File: src/rtl/core/bong_pkg.sv
// Shared constants, codes and interface types of the burst-over-noise generator.
package bong_pkg;

  localparam int CLIP_DEPTH_DEF  = 4096;
  localparam int MAX_OVERLAP_DEF = 2;

  localparam int TW_WORDS = 624;
  localparam int TW_SHIFT = 397;
  localparam int TW_IW    = 10;

  localparam logic [31:0] TW_MATRIX = 32'h9908_B0DF;
  localparam logic [31:0] TW_MULT   = 32'd1812433253;
  localparam logic [31:0] TEMPER_B  = 32'h9D2C_5680;
  localparam logic [31:0] TEMPER_C  = 32'hEFC6_0000;
  localparam logic [31:0] SEED_DEF  = 32'd5489;

  localparam logic [8:0] NOISE_GAIN = 9'd328;
  localparam logic [9:0] NOISE_BIAS = 10'd164;

  localparam logic [1:0] KIND_LOAD    = 2'd0;
  localparam logic [1:0] KIND_TICK    = 2'd1;
  localparam logic [1:0] KIND_RESTART = 2'd2;

  localparam logic [2:0] REG_TOTAL_LEN      = 3'd0;
  localparam logic [2:0] REG_BURST_LEN      = 3'd1;
  localparam logic [2:0] REG_BURST_INTERVAL = 3'd2;
  localparam logic [2:0] REG_START_OFFSET   = 3'd3;
  localparam logic [2:0] REG_NOISE_ENABLE   = 3'd4;
  localparam logic [2:0] REG_NOISE_SEED     = 3'd5;

  typedef struct packed {
    logic        draw;
    logic        restart;
    logic [31:0] seed;
  } tw_req_t;

  typedef struct packed {
    logic valid;
    logic past_end;
    logic is_last;
    logic dropped;
    logic noise;
  } mix_ctl_t;

endpackage

File: src/rtl/core/bong_mixer.sv
// Noise scaling, burst sum, saturation and the result register.
module bong_mixer #(
  parameter int MAX_OVERLAP = 2
) (
  input  logic                             clk,
  input  logic                             rst_n,
  input  logic                             advance,
  input  bong_pkg::mix_ctl_t               b_ctl,
  input  logic [MAX_OVERLAP-1:0]           b_act,
  input  logic [31:0]                      word,
  input  logic [MAX_OVERLAP-1:0][15:0]     clip_q,
  output logic                             out_valid,
  output logic signed [15:0]               sample_out,
  output logic                             is_last,
  output logic                             past_end,
  output logic                             overlap_dropped
);
  import bong_pkg::*;

  localparam int SW = 16 + $clog2(MAX_OVERLAP + 1);
  localparam int AW = SW + 2;

  mix_ctl_t        c_ctl_r;
  logic [24:0]     prod_r;
  logic signed [SW-1:0] sum_r, sum_nxt;
  logic signed [AW-1:0] acc;
  logic [9:0]      nz;
  logic            vld_r, last_r, past_r, drop_r;
  logic signed [15:0] smp_r;

  always_comb begin
    sum_nxt = '0;
    for (int k = 0; k < MAX_OVERLAP; k++) begin
      if (b_act[k]) sum_nxt = sum_nxt + SW'($signed(clip_q[k]));
    end
    nz  = {1'b0, prod_r[24:16]} - NOISE_BIAS;
    acc = AW'(sum_r) + (c_ctl_r.noise ? AW'($signed(nz)) : AW'(0));
  end

  always_ff @(posedge clk) begin
    if (!rst_n) begin
      c_ctl_r <= '0;
      vld_r   <= 1'b0;
    end else if (advance) begin
      c_ctl_r <= b_ctl;
      prod_r  <= 25'(word[31:16] * NOISE_GAIN);
      sum_r   <= sum_nxt;
      vld_r   <= c_ctl_r.valid;
      last_r  <= c_ctl_r.is_last;
      past_r  <= c_ctl_r.past_end;
      drop_r  <= c_ctl_r.dropped;
      if (c_ctl_r.past_end) smp_r <= '0;
      else if (acc > AW'(32767)) smp_r <= 16'sd32767;
      else if (acc < -AW'(32768)) smp_r <= -16'sd32768;
      else smp_r <= acc[15:0];
    end
  end

  assign out_valid       = vld_r;
  assign sample_out      = smp_r;
  assign is_last         = last_r;
  assign past_end        = past_r;
  assign overlap_dropped = drop_r;
endmodule

File: config.mk
export PLATFORM = sky130hd
export DESIGN_NAME = bong_mixer
export DESIGN_NICKNAME = d
export VERILOG_FILES = /design/src/rtl/core/bong_pkg.sv /design/src/rtl/core/bong_mixer.sv
export SDC_FILE = /design/constraint.sdc
export NUM_CORES = 1
export LEC_CHECK = 0
export ABC_AREA = 0
export ABC_CLOCK_PERIOD_IN_PS = 5850
export BUFFER_PORTS_ARGS = -buffer_cell sky130_fd_sc_hd__buf_2
export CORE_MARGIN = 2
export CORE_UTILIZATION = 57
export CTS_BUF_LIST = sky130_fd_sc_hd__clkbuf_4 sky130_fd_sc_hd__clkbuf_8 sky130_fd_sc_hd__clkbuf_16
export DETAILED_ROUTE_END_ITERATION = 7
export MAX_ROUTING_LAYER = met4
export PLACE_DENSITY = 0.81
export SYNTH_ARGS = -nofsm -noshare
export SYNTH_HDL_FRONTEND = slang
export SYNTH_SLANG_ARGS = --single-unit
File: constraint.sdc
create_clock -name clk -period 5.85 [get_ports clk]
set_input_delay 1.17 -clock clk [delete_from_list [all_inputs] [get_ports clk]]
set_output_delay 1.17 -clock clk [all_outputs]
set_load 0.02 [all_outputs]
# ---- After elaboration in Yosys (flattened, before gate mapping)
# Index checks and enable logic that the tools add are counted.
dict set report totals {
  inputBits 74
  register_bits 65
  output_inout_bits 20
}
dict set report op_classes {
  n_addsub 3
  multipliers 1
  n_mux 5
  reduce_logical 2
  n_lt_le_gt_ge 2
}
# op count
set ops {}
lappend ops {{$mux 18} 2}
lappend ops {{$mul 16x6->22 const B} 1}
lappend ops {{$add 18x20->20} 1}
lappend ops {{$gt 20x16->1 const B} 1}
lappend ops {{$lt 20x16->1 const B} 1}
lappend ops {{$mux 20} 1}
lappend ops {{$add 18x16->18} 1}
lappend ops {{$mux 16} 1}
lappend ops {{$mux 15} 1}
lappend ops {{$sub 9x8->10 const B} 1}
lappend ops {{$reduce_and 2->1} 1}
lappend ops {{$reduce_or 2->1} 1}

# ---- Longest topological paths before layout
dict set report logic_depth {
  word_depth 6
  mapped_depth 16
  ltp_nobuf 15
}

# ---- Worst setup path before layout
# Ideal clock, no wire load.
dict set report synth_path {
  path_type {input to register}
  from {in word[17]}
  to {reg prod_r[23], data pin}
  setup_slack_ns 1.331
  arrival_time_ns 4.257
  cell_stages 14
  n_path_buf 0
  cell_sequence {ha_1 -> inv_1 -> fa_1 -> inv_1 -> ha_1 -> ha_1 -> or4_4 -> a31oi_4 -> o32ai_2 -> o211a_1 -> o21a_1 -> o21a_1 -> o31ai_1 -> xnor2_1}
}
dict set report synth_between {
  elab_chain_cells 1
}
# item line
set synth_lines {}
lappend synth_lines {{start: declaration} bong_mixer.sv:10} ;# input logic [31:0] word,
lappend synth_lines {{$mul 16x6->22} bong_mixer.sv:46} ;# prod_r <= 25'(word[31:16] * NOISE_GAIN);
lappend synth_lines {{end signal: assignment} bong_mixer.sv:46}
lappend synth_lines {{end: declaration} bong_mixer.sv:24} ;# logic [24:0] prod_r;
# Every way passes these cells.
# A chain may end at the register's enable or synchronous reset.

# ---- Final worst setup path
dict set report layout_path {
  from {in word[19]}
  to {reg prod_r[23], data pin}
}
# The elaborated chain is that of the path after synthesis.

==> reports/results.ini <==
[cts]
clkTransAtPathRegs_ns = 0.10
cts_max_path_buffers = 2
clk_latency_ns = 0.30
cts-root-buf = clkbuf_8
cts_setup_buffers = 0
cts_sinks = 52
cts_buffers = 5
cts_max_level = 2
cts_tree = done
cts-resized-gates = 0
cts_hold_buffers = 0

[detailed_routing]
routed_wl_um = 9660
wire_per_inst_um = 13.5
num_vias = 3960
vias_per_cell = 5.54
drtIter0Drc = 70
antenna_left = 0
drc_errors = 0
first_pass_iters = 4

[synthesis]
synth.distinct_cells = 55
synth.area.top_cells = edfxtp_1, ha_1, inv_1
yosysTopAreaCell = edfxtp_1
async_flop_share = 0
yosysTopAreaCellShare = 0.271
synthFlopType = edfxtp_1
synth_area_um2 = 5100
syn_inst = 528
syn_area_per_cell_um2 = 9.66
syn-num-nets = 700
synth-seq-cells = 52
yosysWarnings = 0
synth_seq_area_share = 0.294
synth_edf_count = 46

[critical_path]
cp_slowest_stage_delay_ns = 0.51
arrival_ns = 4.66
crit_type = in2reg
crit_chain = buf_2 -> ha_1 -> inv_1 -> fa_1 -> inv_1 -> ha_1 -> ha_1 -> or4_4 -> a31oi_4 -> o32ai_2 -> o211a_1 -> o21a_1 -> o21a_1 -> o31ai_1 -> xnor2_1
worst-path-buf-inv = 3
cp_slowest_cell = fa_1
cp-start-kind = primary input
cp-end-kind = flip-flop
critical_path.max_fanout = 5
worstPathRequired_ns = 5.91
cp_common_cell = ha_1
cp_top_family = compound AO/OA/AOI/OAI gates

[power]
total_leakage_power_nw = 2.77
peakVddDrop_uv = 113
power_density_nw_per_um2 = 209

[global_route]
grt_start_max_net_pins = 47
first_global_vias = 3850
grt_pass1_wl_um = 16700
track_usage = 0.210
antenna_found_initial = 0
grt.overflow.total = 0

[place]
dp_hpwl_um = 8110
port_buffers = 77
place.gp.congestion = 0.946
place_ws_ns = 0.926

[layout]
seq_area_um2 = 1500
antenna_cells = 0
mostFrequentLayoutCells = ha_1, buf_2, inv_1
fillerInstances = 716
layout_commonest_cell = ha_1
multiInputGateArea_um2 = 3320
num-nets-final = 778
area_growth_pct = 11.7
drive_above_1_share = 0.170

[timing]
setup_tns_ns = 0
worst_pin_slew_ns = 1.02
hold_viol = 0
clock.fmax_mhz = 217
rsz0062_at_grt = false
fin_skew_ns = 0.00555
finalMaxSlewViolations = 0
max-slew-margin-rel = 0.323
finalWorstSetupSlack_ns = 1.25
period_share = 0.786
finalSetupViolCount = 0
finalCriticalPeriod_ns = 4.60

[job]
maxCapViolations = 0

[die]
die_y_um = 98.6
start_util = 0.585
ios = 94
die_x_um = 98.6
fp.coreArea_um2 = 8720
fp.dieArea_um2 = 9720
rows = 34

[run_status]
status = finished clean

[hold_path]
hold_path_class = reg2reg

layout make-up:
type / instances / share of cell area
clock buffers: 5 / 0.0121
clock inverters: 3 / 0.00461
inverters: 67 / 0.0441
multi-input cells: 401 / 0.582
flip-flops and latches: 52 / 0.263
well taps: 108 / 0.0237
repair buffers: 79 / 0.0702
kinds of logic after synthesis:
logic type / Yosys count / share of synthesized area
buffers and inverters: 75 / 0.0557
muxes: 16 / 0.0336
xor gates and xnor gates: 28 / 0.0481
DFF: 52 / 0.294
and+or+nand+nor: 130 / 0.139
AOI/OAI and AO/OA: 129 / 0.171
adders and majority gates: 98 / 0.258
power breakdown:
part           total [mW]  leakage, nW  internal, mW  switching [mW]
Combinational       0.501         2.25         0.226           0.274
Clock               0.212       0.0506        0.0884           0.124
Sequential          0.476        0.475         0.461          0.0152
Total                1.19         2.77         0.776           0.413
cells in the mapped netlist (4+ instances only):
| library cell | count |
|---|---|
| mux2_2 | 9 |
| nand2b_1 | 7 |
| edfxtp_1 | 46 |
| dfxtp_1 | 6 |
| nor2_1 | 22 |
| clkbuf_1 | 6 |
| nand3_1 | 5 |
| mux2i_1 | 7 |
| nor3b_1 | 5 |
| a21boi_1 | 4 |
| nand2_1 | 19 |
| o21ai_0 | 10 |
| o21ai_1 | 21 |
| nor2b_1 | 16 |
| o21a_1 | 15 |
| o31ai_1 | 7 |
| and2_1 | 22 |
| a21o_1 | 13 |
| xnor2_1 | 19 |
| or3_1 | 6 |
| fa_1 | 12 |
| a21oi_1 | 28 |
| and3_1 | 6 |
| xor2_1 | 9 |
| inv_1 | 66 |
| a31o_1 | 4 |
| ha_1 | 86 |
| o211ai_1 | 4 |
| nor3_1 | 13 |
sequential cells by signal (all words and copies together), names as in the netlist:
| name | cells |
|---|---|
| sum_r | 18 |
| sample_out | 16 |
| prod_r | 9 |
| c_ctl_r | 5 |
| is_last | 1 |
| out_valid | 1 |
| overlap_dropped | 1 |
| past_end | 1 |
metrics by stage:
stage                     instances  utilization  hold slack, ns  area (µm²)  power (mW)
after floorplan                 528            -           0.408        5100       0.865
after CTS                       715        0.654           0.449        5700        1.20
after detailed placement        707        0.643           0.424        5610       0.985
after global routing            715        0.654           0.454        5700        1.28
final                           715        0.654           0.446        5700        1.19
after global placement          707        0.643           0.413        5610       0.962
worst reg2reg max path, cell delays in order (launching register included):
cell and delay, ns:
edfxtp_1 0.40, or3_1 0.42, a21oi_1 0.20, nor2b_1 0.09, nor3b_1 0.18, buf_4 0.20
ha_1 0.32, a21oi_1 0.25, o21ai_1 0.15, and2_1 0.18, o41ai_1 0.44, a21boi_1 0.16
nor2b_1 0.21, a21oi_1 0.13, buf_4 0.19, o21ai_1 0.09
final timing paths:
kind | from | end | slack (ns) | cells after the start
setup / recovery | word[19] | prod_r[23]$_DFFE_PP_ | 1.25 | 15
hold / removal | c_ctl_r[1]$_SDFFE_PN0P_ | overlap_dropped$_DFFE_PP_ | 0.45 | 0
setup reg to reg | prod_r[19]$_DFFE_PP_ | sample_out[9]$_SDFFCE_PP0P_ | 1.98 | 15
hold reg to reg | c_ctl_r[1]$_SDFFE_PN0P_ | overlap_dropped$_DFFE_PP_ | 0.45 | 0
per-layer routing:
metal,GRT usage,part of all wire
met5,-,0
met4,0.0316,0.0053
met3,0.0135,0.028
met2,0.365,0.49
met1,0.278,0.47
No activity file was read; power rests on OpenSTA's default activity.
