==> src/rtl/core/bong_divider.sv <==
// Restoring divider, one quotient bit per cycle, for the burst count limit.
module bong_divider (
  input  logic        clk,
  input  logic        rst_n,
  input  logic        start,
  input  logic [23:0] num,
  input  logic [23:0] den,
  output logic        busy,
  output logic [23:0] quo
);
  logic [23:0] num_r, num_nxt;
  logic [23:0] den_r;
  logic [24:0] rem_r, rem_nxt;
  logic [4:0]  cnt_r;
  logic [24:0] trial;

  always_comb begin
    trial   = {rem_r[23:0], num_r[23]};
    num_nxt = {num_r[22:0], 1'b0};
    rem_nxt = trial;
    if (trial >= {1'b0, den_r}) begin
      rem_nxt    = trial - {1'b0, den_r};
      num_nxt[0] = 1'b1;
    end
  end

  always_ff @(posedge clk) begin
    if (!rst_n) begin
      cnt_r <= '0;
      num_r <= '0;
    end else if (start) begin
      cnt_r <= 5'd24;
      num_r <= num;
      den_r <= den;
      rem_r <= '0;
    end else if (cnt_r != '0) begin
      cnt_r <= cnt_r - 5'd1;
      num_r <= num_nxt;
      rem_r <= rem_nxt;
    end
  end

  assign busy = (cnt_r != '0);
  assign quo  = num_r;
endmodule

==> config.mk <==
export PLATFORM = sky130hd
export DESIGN_NAME = bong_divider
export DESIGN_NICKNAME = d
export VERILOG_FILES = /design/src/rtl/core/bong_divider.sv
export SDC_FILE = /design/constraint.sdc
export NUM_CORES = 1
export LEC_CHECK = 0
export ABC_AREA = 1
export ABC_CLOCK_PERIOD_IN_PS = 2300
export BUFFER_PORTS_ARGS = -buffer_cell sky130_fd_sc_hd__clkbuf_2
export CORE_MARGIN = 2
export CORE_UTILIZATION = 30
export CTS_CLUSTER_DIAMETER = 200
export CTS_CLUSTER_SIZE = 16
export DETAILED_ROUTE_END_ITERATION = 7
export SLEW_MARGIN = 30
export SYNTH_ARGS = -nofsm -noshare
export SYNTH_HDL_FRONTEND = slang
export SYNTH_SLANG_ARGS = --single-unit
==> constraint.sdc <==
create_clock -name clk -period 2.3 [get_ports clk]
set_input_delay 0.345 -clock clk [delete_from_list [all_inputs] [get_ports clk]]
set_output_delay 0.345 -clock clk [all_outputs]
set_load 0.01 [all_outputs]
Yosys cells after proc, flatten, opt, wreduce, memory -nomap -nowiden
Index checks and enable logic that the tools add are counted.
- output and inout port bits: 25
- bits in registers: 77
- bits of input ports: 51
- magnitude comparators: 1
- reductions and logical operators: 5
- muxes and demuxes: 7
- bitwise logic cells: 1
- $add $sub $neg: 2
- operators by type and width (kind ; number):
    24-bit 2-to-1 mux ; 4
    25-bit by 24-bit >= comparator with 1-bit output ; 1
    24-bit subtractor ; 1
    5-bit 2-to-1 mux ; 2
    5-bit nonzero test ; 1
    5-bit by 1-bit subtractor with 5-bit output, second input constant ; 1
    2-bit AND reduction ; 2
    2-bit nonzero test ; 1
    2-bit OR reduction ; 1
    1-bit 2-to-1 mux ; 1
    1-bit inverter ; 1

Longest topological paths before layout
Gate-level depths: netlist (run 1).
- depth in word-level cells: 4
- mapped depth: 15
- mapped depth without buffers: 15

Worst setup path after synthesis (run 1)
Ideal clock, no wire load.
- path type: flip-flop to flip-flop
- from: reg num_r[23] (netlist: quo[23])
- to: reg rem_r[20], data pin
- arrival: 1.680 ns
- cell stages (with the launch flop): 14
- required time: 2.048 ns
- period minus slack after synthesis: 1.932 ns
- buffers on the path: 0
- path slack: 0.368 ns
- cells stage by stage: dfxtp_1 > inv_1 > ha_1 > inv_1 > fa_1 > nand2_1 > nand2_1 > and2_1 > nand3_1 > nand3_1 > nand2_1 > nand2_1 > nor2_1 > nor2_1
- word-level cells in the longest chain between the ends: 3
- elaborated cells between the ends (all ways): 4
- classes of those cells: add/sub: 1; order compare: 1; mux: 2
- ends and longest elaborated chain (element ; line ; RTL):
    from (decl) ; 11 ; logic [23:0] num_r, num_nxt;
    from (signal assigned) ; 33 ; num_r <= num;
    from (signal assigned) ; 38 ; num_r <= num_nxt;
    24-bit subtractor / 25-bit by 24-bit >= comparator with 1-bit output (equally long branches) ; 22, 21 ;
    24-bit 2-to-1 mux (*) ; 21 ; if (trial >= {1'b0, den_r}) begin
    24-bit 2-to-1 mux (*) ; 36 ; end else if (cnt_r != '0) begin
    to (signal assigned) ; 39 ; rem_r <= rem_nxt;
    to (decl) ; 13 ; logic [24:0] rem_r, rem_nxt;
Mark *: on every way between the ends. The rest lies on a longest branch, timed or not. The select of a mux whose other input is x is not followed.
A chain may end at the register's enable or synchronous reset.

Worst setup path after layout (run 1)
- from: reg num_r[23] (netlist: quo[23])
- to: reg rem_r[14], data pin
The elaborated chain is that of the path after synthesis.

==> reports/metrics.yaml, run 1 <==
synthesis:
  ys_top_cells_by_area: "edfxtp_1 (28%), nand2_1 (20%), dfxtp_1 (11%)"
  synthCells: 735
  syn-cell-area_mm2: 0.00515
  synth_top_area_share: 0.280
  synth_seq_area_share: 0.393
  syn_area_per_cell_um2: 7.00
  ys.flop_type: "edfxtp_1"
  synth_edf_count: 48
  synth_area_leader_cell: "edfxtp_1"
  synth_nets: 813
  ys_types: 38
  synth-async-reset-ratio: 0
  yosysMostFrequentCell: "nand2_1"
  synth-seq-cells: 77
  synth_warnings: 0
  ys_top_cells_by_count: "nand2_1 (270), inv_1 (134), nor2_1 (77)"
cts:
  cts_buffers: 9
  cts_root_buffer: "clkbuf_16"
  clkTransAtPathRegs_ps: 70
  cts_hold_buffers: 0
  cts_setup_buffers: 0
  cts.sink_count: 77
  htree_levels: 3
  cts_buffer_depth: 2
  cts-resized-gates: 0
  cts_tree: "built"
  clk_latency_ps: 350
setup_path:
  critPathLaunchType: "register"
  critical_path_class: "reg -> reg"
  crit_path_end_kind: "register"
  cp.required_ps: 2400
  reg2reg_to: "rem_r[14]$_SDFFCE_PP0P_"
  cp_max_fo: 4
  crit_arrival_ps: 2240
  r2r_start: "quo[23]$_SDFFE_PN0N_"
  r2r_slack_ps: 160
  r2r_cells: 14
sta:
  setup_slack_ps: 162
  final_hold_viol_count: 0
  grt_setup_unrepaired: "false"
  tightestPinTransition_ps: 388
  maxSlewHeadroom: 0.741
  fmax_mhz: 468
  setup_viol: 0
  tns_ps: 0
  period_needed_ps: 2140
  slew_violations: 0
  clock_skew_ps: 9.32
  min_period_over_period: 0.929
run_status:
  status: "finished, final reports clean"
cells_and_area:
  syn2layout_area_growth_pct: 21.1
  final_layout_size_suffix_gt1_frac: 0.176
  fin_nets: 898
  antenna_cells: 0
job:
  max-cap-violations: 0
place:
  gp_congestion: 0.919
  portBuffers: 75
  dp_hpwl_um: 9700
  detailedPlace.worstSlack_ps: 101
min_path:
  min-delay-start: "den[5]"
  min_delay_path_depth: 1
  hp-class: "in -> reg"
  holdPathEnd: "den_r[5]$_DFFE_PP_"
detailed_routing:
  drt-total-wl_um: 13000
  dr.max_layer_used: "met4"
  route.met2.wl_um: 5820
  vias: 4601
  drc: 0
  avgRoutedWirePerCell_um: 12.4
  via_per_inst: 4.40
  dr_wl_met3_um: 616
  antenna_left: 0
  dr.pass1.iters: 4
  drt_iter0_drc: 256
  drt-met1-wl_um: 6340
floorplanning:
  die_w_um: 135
  start_util: 0.308
  rows: 47
  ios: 76
  core_area_mm2: 0.0167
  dieArea_mm2: 0.0182
  die_y_um: 135
pwr:
  power_density_mw_per_mm2: 817
  peakVddDrop_v: 0.000409
  p_leak_nw: 3.17
grt:
  grt_usage: 0.151
  antenna_found_initial: 0
  grt_pass1_wl_um: 21600
  grt_pass1_vias: 4350
  overflow: 0
  grt_max_degree: 25
-- registers in the layout, summed over array words and instances (netlist names) --
name   count
rem_r     24
cnt_r      5
quo       24
den_r     24
-- per-layer routing --
layer / up-vias / track usage
met4: 0 / 0.0521
met5: - / 0
met2: 94 / 0.235
li1: 2455 / -
met3: 13 / 0.0342
met1: 2039 / 0.206
-- worst max path at each step --
stage                         startpoint                       to  slack, ps  cells past startpoint
floorplan           quo[23]$_SDFFE_PN0N_  rem_r[20]$_SDFFCE_PP0P_        370                     13
global placement    quo[23]$_SDFFE_PN0N_  rem_r[16]$_SDFFCE_PP0P_        100                     14
detailed placement  quo[23]$_SDFFE_PN0N_  rem_r[14]$_SDFFCE_PP0P_        100                     15
CTS                 quo[23]$_SDFFE_PN0N_  rem_r[14]$_SDFFCE_PP0P_         80                     15
global route        quo[23]$_SDFFE_PN0N_  rem_r[14]$_SDFFCE_PP0P_          2                     15
finish              quo[23]$_SDFFE_PN0N_  rem_r[14]$_SDFFCE_PP0P_        160                     14
-- layout make-up --
cell class	instances	area (um2)
clock buffers	10	229
fillers	1803	10500
flip-flops and latches	77	2020
well taps	220	275
inverters	137	514
clock inverters	6	55.1
repair buffers	92	528
multi-input cells	503	2610
-- through the flow --
stage | total power [mW] | cell area [um2] | hold WS [ps] | util | cells
6_report | 5.09 | 6230 | 172 | 0.373 | 1045
5_1_grt | 5.49 | 6230 | 156 | 0.373 | 1045
4_1_cts | 5.08 | 6110 | 157 | 0.366 | 1045
3_5_place_dp | 3.66 | 5820 | 470 | 0.349 | 1029
3_3_place_gp | 3.66 | 5820 | 473 | 0.349 | 1029
2_1_floorplan | 3.17 | 5150 | 443 | - | 735
-- kinds of logic (layout without fill, tap and decap cells) --
group | Yosys count | in the layout | share of synthesized area
buffers and inverters | 155 | 245 | 0.124
XOR/XNOR | 11 | 11 | 0.0187
flip-flops | 77 | 77 | 0.393
adder cells (fa/ha/maj) | 27 | 27 | 0.0671
AO/OA/AOI/OAI | 51 | 51 | 0.0610
AND/OR/NAND/NOR | 414 | 414 | 0.336
-- report_power, final --
group | internal (mW) | switching, mW
sequential | 1.67 | 0.102
combinational | 0.758 | 1.18
clock | 0.752 | 0.623
-- critical path: stages (launching register included) --
cell      delay, ps
dfxtp_1         330
inv_1            90
ha_1            160
inv_2            60
fa_2            420
nand2_1          80
nand2_1          80
nand3_1          80
nand2_1         110
nand3_1         160
nand3b_1        100
nand2_1          80
nand2_1          50
nand2_1          50
nor2_1           40
-- placed cells by master, fill, tap and decap left out, types with 5 or more instances in the layout --
cell / n
dfxtp_1: 29
nand3b_1: 5
inv_1: 133
nor2_1: 76
nand2_1: 268
nor2_2: 10
a31oi_1: 11
a21oi_1: 21
ha_1: 17
edfxtp_1: 48
nand3_1: 20
clkbuf_2: 75
clkbuf_16: 9
ha_4: 9
nand4_1: 16
nand2_2: 7
xnor2_1: 9
buf_4: 15
a22oi_1: 10
Note: power is estimated with default switching activity, not from simulation.
==> run 2: changes to the inputs <==
--- a/config.mk
+++ b/config.mk
@@ -5,14 +5,18 @@
 export SDC_FILE = /design/constraint.sdc
 export NUM_CORES = 1
 export LEC_CHECK = 0
-export ABC_AREA = 1
+export ABC_AREA = 0
 export ABC_CLOCK_PERIOD_IN_PS = 2300
 export BUFFER_PORTS_ARGS = -buffer_cell sky130_fd_sc_hd__clkbuf_2
+export CELL_PAD_IN_SITES_DETAIL_PLACEMENT = 1
+export CELL_PAD_IN_SITES_GLOBAL_PLACEMENT = 2
 export CORE_MARGIN = 2
 export CORE_UTILIZATION = 30
 export CTS_CLUSTER_DIAMETER = 200
 export CTS_CLUSTER_SIZE = 16
 export DETAILED_ROUTE_END_ITERATION = 7
+export PLACE_DENSITY_LB_ADDON = 0.1
+export RECOVER_POWER = 50
 export SLEW_MARGIN = 30
 export SYNTH_ARGS = -nofsm -noshare
 export SYNTH_HDL_FRONTEND = slang
==> run 2 against run 1 <==
The flow now finishes with violations (negative setup slack). Register-to-register slack worse by 490 ps. Cell count down 19%. Clock skew up 6.0 ps. Clock power up 18%. Utilization up 9.3 points. Combinational power up 69%. Sequential share of layout area down 3.9 points. Critical path depth down 5.
==> reports/metrics.yaml, run 2 <==
run_status:
  status: "finished with violations"  # was finished, final reports clean
  failed_checks: "negative setup slack"
detailed_routing:
  vias: 4267  # was 4601
  drt-met1-wl_um: 6540  # was 6340 um
  dr_wl_met3_um: 690  # was 616 um
  dr.max_layer_used: "met4"  # unchanged
  drc: 0  # unchanged
  drt_iter0_drc: 146  # was 256
  antenna_left: 0  # unchanged
  route.met2.wl_um: 7350  # was 5820 um
  dr.pass1.iters: 4  # unchanged
  via_per_inst: 5.04  # was 4.40
  avgRoutedWirePerCell_um: 17.6  # was 12.4 um
  drt-total-wl_um: 14900  # was 13000 um
cts:
  cts_root_buffer: "clkbuf_16"  # unchanged
  cts_hold_buffers: 0  # unchanged
  cts_buffers: 9  # unchanged
  clkTransAtPathRegs_ps: 70  # about the same
  cts.sink_count: 77  # unchanged
  cts_buffer_depth: 2  # unchanged
  clk_latency_ps: 350  # about the same
  htree_levels: 3  # unchanged
  cts_tree: "built"  # unchanged
pwr:
  p_leak_nw: 3.15  # was 3.17 nW
  p_sw_frac: 0.355  # was 0.375
  switchingPower_mw: 2.39  # was 1.91 mW
  p_int_mw: 4.34  # was 3.18 mW
  combinationalPowerShare: 0.487  # was 0.381
  clkPwrFrac: 0.242  # was 0.270
  finalPower_mw: 6.73  # was 5.09 mW
  power_density_mw_per_mm2: 949  # was 817 mW/mm2
  seq_power_share: 0.271  # was 0.349
  peakVddDrop_v: 0.000421  # was 0.000409 V
setup_path:
  cp.required_ps: 2390  # was 2400 ps
  critical_path_class: "reg -> reg"  # unchanged
  crit_path_end_kind: "register"  # unchanged
  r2r_cells: 9  # was 14
  crit_arrival_ps: 2710  # was 2240 ps
  critPathLaunchType: "register"  # unchanged
  cp_max_fo: 6  # was 4
synthesis:
  syn-cell-area_mm2: 0.00466  # was 0.00515 mm2
  synth_edf_count: 48  # unchanged
  syn_area_per_cell_um2: 9.89  # was 7.00 um2
  synth_area_leader_cell: "edfxtp_1"  # unchanged
  synth-seq-cells: 77  # unchanged
  ys.flop_type: "edfxtp_1"  # unchanged
  ys_types: 60  # was 38
  ys_top_cells_by_area: "edfxtp_1 (31%), dfxtp_1 (12%), ha_1 (7.0%)"  # was edfxtp_1 (28%), nand2_1 (20%), dfxtp_1 (11%)
  synthCells: 471  # was 735
  yosysMostFrequentCell: "nand2_1"  # unchanged
  synth_top_area_share: 0.310  # was 0.280
  synth_warnings: 0  # unchanged
  synth-async-reset-ratio: 0  # unchanged
  synth_nets: 549  # was 813
  synth_seq_area_share: 0.434  # was 0.393
  ys_top_cells_by_count: "nand2_1 (60), edfxtp_1 (48), a21oi_1 (31)"  # was nand2_1 (270), inv_1 (134), nor2_1 (77)
cells_and_area:
  multi_input_area_mm2: 0.00304  # was 0.00261 mm2
  final_layout_size_suffix_gt1_frac: 0.451  # was 0.176
  antenna_cells: 0  # unchanged
  final_area_mm2: 0.00709  # was 0.00623 mm2
  fin_util: 0.466  # was 0.373
  layout_commonest_cell: "buf_4"  # was nand2_1
  mostFrequentLayoutCells: "buf_4 (108), clkbuf_2 (53), nand2_1 (51)"  # was nand2_1 (268), inv_1 (133), nor2_1 (76)
  syn2layout_area_growth_pct: 52.1  # was 21.1%
  register_area_mm2: 0.00202  # about the same
  fin_nets: 732  # was 898
  nFillCells: 1706  # was 1803
sta:
  final_hold_viol_count: 0  # unchanged
  slew_violations: 0  # unchanged
  grt_setup_unrepaired: "true"  # was false
  tightestPinTransition_ps: 799  # was 388 ps
  setup_viol: 24  # was 0
  maxSlewHeadroom: 0.467  # was 0.741
  timing.hold.ws_ps: 171  # was 172 ps
  fmax_mhz: 381  # was 468 MHz
  setup_slack_ps: -324  # was 162 ps
  period_needed_ps: 2620  # was 2140 ps
  min_period_over_period: 1.14  # was 0.929
  clock_skew_ps: 15.3  # was 9.32 ps
floorplanning:
  ios: 76  # unchanged
  die_w_um: 129  # was 135 um
  dieArea_mm2: 0.0165  # was 0.0182 mm2
  start_util: 0.306  # was 0.308
  die_y_um: 129  # was 135 um
  rows: 45  # was 47
  core_area_mm2: 0.0152  # was 0.0167 mm2
place:
  detailedPlace.worstSlack_ps: -458  # was 101 ps
  gp_congestion: 0.803  # was 0.919
  portBuffers: 75  # unchanged
  dp_hpwl_um: 10100  # was 9700 um
  place_area_mm2: 0.00589  # was 0.00582 mm2
grt:
  grt_max_degree: 47  # was 25
  grt_usage: 0.183  # was 0.151
  overflow: 0  # unchanged
  grt_pass1_wl_um: 23600  # was 21600 um
  antenna_found_initial: 0  # unchanged
  grt_pass1_vias: 4601  # was 4350
min_path:
  hp-class: "in -> reg"  # unchanged
  min_delay_path_depth: 1  # unchanged
job:
  max-cap-violations: 0  # unchanged
run 2: cell type report:
type,count,share of cell area
clock buffer,10,0.0337
clock inverter,6,0.0127
inverter,30,0.0159
multi-input combinational,338,0.430
sequential,77,0.286
tap,188,0.0332
timing repair buffer,198,0.189
run 2: worst paths after layout:
check / startpoint / endpoint / slack [ps]
worst max-delay path: rem_r[10]$_SDFFCE_PP0P_ / rem_r[15]$_SDFFCE_PP0P_ / -320
worst min-delay path: den[12] / den_r[12]$_DFFE_PP_ / 170
worst max register to register: rem_r[10]$_SDFFCE_PP0P_ / rem_r[15]$_SDFFCE_PP0P_ / -320
worst min register to register: cnt_r[1]$_SDFFE_PP0P_ / cnt_r[1]$_SDFFE_PP0P_ / 530
run 2: power by group through the flow:
stage                     sequential (mW)  combinational, mW  clock, mW
after floorplan                      1.81               1.49          0
after global placement               1.82               2.33          0
after detailed placement             1.83               2.37          0
after CTS                            1.81               3.10       1.67
after global routing                 1.84               3.55       1.72
final                                1.82               3.28       1.63
run 2: cell families (layout without fill, tap and decap cells):
kind of cell,after synthesis,in the layout,synth area share
compound gates,129,129,0.212
xor+xnor,16,16,0.0301
fa+ha+maj,27,27,0.0742
buf+inv,56,244,0.0518
flops,77,77,0.434
mux,23,23,0.0494
simple gates,143,143,0.149
run 2: critical path, stage by stage (launching register included):
cell	delay (ps)
edfxtp_1	440
ha_4	320
nand3_4	110
nor4_4	280
a2111o_1	210
a2111oi_4	50
or2_4	270
buf_6	140
or4_4	410
o211a_1	140
run 2: stage by stage:
step | std cells | TNS (ps)
after floorplan | 471 | -2670
after global placement | 793 | -7500
after detailed placement | 793 | -8450
after CTS | 833 | -6040
after global routing | 847 | -7290
final | 847 | -4870
run 2: repair_timing:
item | in CTS | in global routing
pin swaps | 54 | 33
endpoints found under the setup margin | 26 | 26
gates resized for setup | 94 | 35
cloned | 2 | 0
setup buffers | 24 | 17
run 2: routing by layer:
layer / up-vias / track usage
met5: - / 0
li1: 2097 / -
met3: 19 / 0.0491
met4: 0 / 0.0633
met2: 83 / 0.314
met1: 2068 / 0.222
